**config.mk**
```make
export PLATFORM = sky130hd
export DESIGN_NAME = mcs_mul
export DESIGN_NICKNAME = d
export VERILOG_FILES = /design/src/design/mixture_component_sampler_unit_assert.svh /design/src/design/mcs_pkg.sv /design/src/design/mcs_mul.sv
export SDC_FILE = /design/constraint.sdc
export NUM_CORES = 2
export LEC_CHECK = 0
export BUFFER_PORTS_ARGS = -buffer_cell sky130_fd_sc_hd__buf_4
export CORE_MARGIN = 10
export CORE_UTILIZATION = 45
export CTS_CLUSTER_DIAMETER = 60
export DETAILED_ROUTE_END_ITERATION = 8
export PLACE_DENSITY = 0.68
export SETUP_SLACK_MARGIN = 0.4
export SKIP_CTS_REPAIR_TIMING = 1
export SLEW_MARGIN = 25
export SYNTH_ARGS = -nofsm -noshare
export SYNTH_HDL_FRONTEND = slang
export SYNTH_SLANG_ARGS = --single-unit
```
**constraint.sdc**
```tcl
create_clock -name clk -period 13.4 [get_ports clk]
set_clock_uncertainty 0.15 [all_clocks]
set_input_delay 0.67 -clock clk [delete_from_list [all_inputs] [get_ports clk]]
set_output_delay 0.67 -clock clk [all_outputs]
set_load 0.01 [all_outputs]
```
**src/design/mixture_component_sampler_unit_assert.svh**
```systemverilog
// Assertion macros for the mixture component sampler.
`ifndef MIXTURE_COMPONENT_SAMPLER_UNIT_ASSERT_SVH
`define MIXTURE_COMPONENT_SAMPLER_UNIT_ASSERT_SVH
// Implication checked on every clock edge outside reset.
`define MCS_ASSERT_IMP(lbl, a, c) \
	lbl: assert property (@(posedge clk) disable iff (!arst_n) (a) |-> (c)) \
	else $error("assertion failed");
// Next-cycle implication checked outside reset.
`define MCS_ASSERT_NXT(lbl, a, c) \
	lbl: assert property (@(posedge clk) disable iff (!arst_n) (a) |=> (c)) \
	else $error("assertion failed");
`endif

```
**src/design/mcs_pkg.sv**
```systemverilog
// Package with shared types and constants of the mixture component sampler.
package mcs_pkg;
	localparam int unsigned LN2_Q16 = 45426;
	localparam logic [31:0] SAT32 = 32'hFFFF_FFFF;
	localparam logic [1:0] KIND_PRE = 2'd0;
	localparam logic [1:0] KIND_MEAN = 2'd1;
	localparam logic [1:0] KIND_IVAR = 2'd2;
	localparam logic [1:0] KIND_UNUSED = 2'd3;
	localparam logic CMD_LOAD = 1'b0;
	localparam logic CMD_SAMPLE = 1'b1;

	// Operation codes of the shared multiplier.
	typedef enum logic [1:0] {
		MUL_SQ,
		MUL_VAR,
		MUL_EXP,
		MUL_TGT
	} mul_op_t;

	typedef struct packed {
		logic    go;
		mul_op_t op;
		logic [31:0] a;
		logic [31:0] b;
	} mul_req_t;
endpackage

```
**src/design/mcs_mul.sv**
```systemverilog
// Shared registered 32x32 unsigned multiplier with the shifts that follow it.
module mcs_mul import mcs_pkg::*; (
	input  logic        clk,
	input  mul_req_t    req,
	output logic [31:0] res
);
	logic [63:0] prod;
	logic [63:0] shifted;

	assign prod = {32'd0, req.a} * {32'd0, req.b};

	// Per-operation scaling of the product; clamping follows at the result register.
	always_comb begin
		case (req.op)
			MUL_SQ:  shifted = prod >> 16;
			MUL_VAR: shifted = prod >> 16;
			MUL_EXP: shifted = prod >> 24;
			MUL_TGT: shifted = prod >> 16;
			default: shifted = prod;
		endcase
	end

	always_ff @(posedge clk) begin
		if (req.go) begin
			res <= (shifted[63:32] != 32'd0) ? SAT32 : shifted[31:0];
		end
	end
endmodule

```
==> metrics.csv <==
stage;metric;value;unit
run_status;status;finished clean;
setup_path;cp_common_cell;fa_1;
synthesis;synth_flop_cell;edfxtp_1;
timing;relSlewSlack;43.8;%
grt;grt_antenna_before_repair;1;
final_layout;area_growth;3.68;%
grt;grt_max_degree;35;
final_layout;regMostFlops;res;
synthesis;yosysSeqAreaShare;2.72;%
setup_path;cp-end-kind;flop;
setup_path;path_max_fanout;32;
final_layout;multi_input_area;30200;sq um
synthesis;yosys_warnings;0;
timing;period_share;68.0;%
timing;finalHoldViolCount;0;
synthesis;synth_edf_count;32;
setup_path;arrival;8970;ps
setup_path;critical-path-top-delay-family;adder cells;
floorplan;die_h;300;um
detailed_routing;drc;0;
floorplan;fp.coreArea;77600;sq um
synthesis;synth_compound_area_share;5.38;%
synthesis;muxShareOfSynthArea;0.113;%
synthesis;synth_fp_nets;5157;
grt;grt_pass1_vias;28600;
setup_path;path_class;in -> reg;
final_layout;reg_top3;res: 32 flops;
timing;rsz0062_at_grt;false;
final_layout;final_common_cell;fa_1;
final_layout;drive_gt1_share;3.13;%
final_layout;nets;5026;
timing;fin_crit;9110;ps
floorplan;num_rows;102;
cts;htreeDepth;2;
synthesis;synth_xor_area_share;0.967;%
synthesis;synthAdderAreaFrac;59.9;%
placed_design;gp_routability_congestion;0.964;
detailed_routing;drt_iter0_markers;1716;
synthesis;netlist_area;35300;sq um
grt;grt_first_pass_wirelength;159000;um
timing;setup_violations;0;
final_layout;diodes;0;
detailed_routing;dr.pass1.iters;7;
synthesis;synthArstFlopShare;0;%
grt;grt.overflow.total;0;
synthesis;synth_cell_types;65;
setup_path;crit_slowest_cell;fa_1;
timing;tns;0;ps
setup_path;critPathMaxStageDelay;580;ps
setup_path;startpoint_type;input pin;
job;maxCapViolCount;0;
hold_path;hold_path.class;in -> reg;
floorplan;ios;100;
cts;numCtsBuffers;5;
detailed_routing;ant_nets;0;
grt;track_usage;22.1;%
final_layout;final-seq-area;961;sq um
detailed_routing;drt-vias-per-instance;5.38;
floorplan;initial_core_util;45.5;%
cts;clk_pin_slew_worst_paths;50;ps
timing;tightest_slew;835;ps
cts;cts_buffer_depth;2;
timing;fmax;0.110;GHz
setup_path;cp_num_buf_inv;5;
synthesis;avgSynthCellArea;8.98;sq um
final_layout;nFillCells;7501;
synthesis;synth-seq-cells;32;
final_layout;largest_register_ffs;32;
placed_design;io_buffers;99;
synthesis;syn_inst;3934;
detailed_routing;via_count;26000;
placed_design;place_hpwl;79500;um
floorplan;die-area;90100;sq um
cts;root_buffer;clkbuf_16;
cts;tritoncts;built;
setup_path;required;13250;ps
synthesis;yosys.area_share.simple;19.2;%
detailed_routing;routedWlPerCell;20.0;um
synthesis;synth_top_family_by_area;adder cells;
floorplan;fp.dieW;300;um
cts;cts.sinks;32;
timing;finalMaxSlewViolations;0;
detailed_routing;finalWirelength;97100;um
final_layout;final_cell_mix;895 x fa_1, 855 x inv_1, 617 x and2_1;
-- synthesized netlist by cell type, types with 4 or more instances --
cell / n / area share, %
nand2_1: 519 / 5.5
ha_1: 260 / 9.2
nor2b_1: 4 / 0.071
or3_1: 6 / 0.11
buf_2: 18 / 0.25
o21bai_1: 8 / 0.17
and3_1: 9 / 0.16
o21a_1: 10 / 0.21
edfxtp_1: 32 / 2.7
nand3_1: 13 / 0.18
fa_1: 895 / 51
a211oi_1: 12 / 0.25
and4_1: 4 / 0.099
xor2_1: 13 / 0.32
nor4_1: 7 / 0.12
a21oi_1: 78 / 1.1
o31ai_1: 6 / 0.13
inv_1: 855 / 9.1
nand2b_1: 4 / 0.071
a22oi_1: 4 / 0.085
o31a_1: 4 / 0.099
a21o_1: 19 / 0.40
clkbuf_1: 218 / 2.3
a21boi_0: 4 / 0.085
a31oi_1: 12 / 0.21
o21ai_1: 21 / 0.30
nor3_1: 25 / 0.35
and2_1: 617 / 11
nand4_1: 41 / 0.73
o211ai_1: 37 / 0.79
o21ai_0: 38 / 0.54
nor2_1: 61 / 0.65
xnor2_1: 26 / 0.64
mux2i_1: 4 / 0.11
-- layout make-up --
class                      instances  share of cell area [%]
inverter                         855                    8.76
clock buffer                       6                   0.352
multi-input combinational       2807                    82.5
timing repair buffer             102                    2.09
sequential                        32                    2.62
tap                             1040                    3.55
clock inverter                     2                  0.0956
-- cells by family (layout without fill, tap and decap cells) --
logic type	count (synthesis)	after routing
adders and majority gates	1155	1155
AOI/OAI and AO/OA	290	290
DFF	32	32
buffers and inverters	1095	965
and+or+nand+nor	1319	1319
xor gates and xnor gates	39	39
muxes	4	4
-- per-layer routing --
layer,part of all wire (%),global-route usage [%],vias up
li1,-,-,11400
met1,41,29.2,13600
met2,49,37.7,886
met3,6.9,3.45,137
met4,2.8,5.56,2
met5,0.014,0,-
-- final timing paths --
| path | from | endpoint | slack, ps | cells after the start |
|---|---|---|---|---|
| setup / recovery | req[26] | res[11]$_SDFFCE_PP1P_ | 4290 | 25 |
| hold / removal | req[66] | res[30]$_SDFFCE_PP1P_ | 710 | 1 |
-- per-stage QoR --
stage               utilization [%]  instances  hold slack (ps)  setup slack [ps]  area, sq um
global placement               47.0       4836              941              4010        36500
finish                         47.2       4844              708              4290        36600
detailed placement             47.0       4836              936              4090        36500
global route                   47.2       4844              717              3890        36600
CTS                            47.2       4844              708              4350        36600
floorplan                         -       3934              632              5310        35300
Power is not shown: default switching activity piles up to over one toggle a cycle in this logic, so the estimate is an artifact.
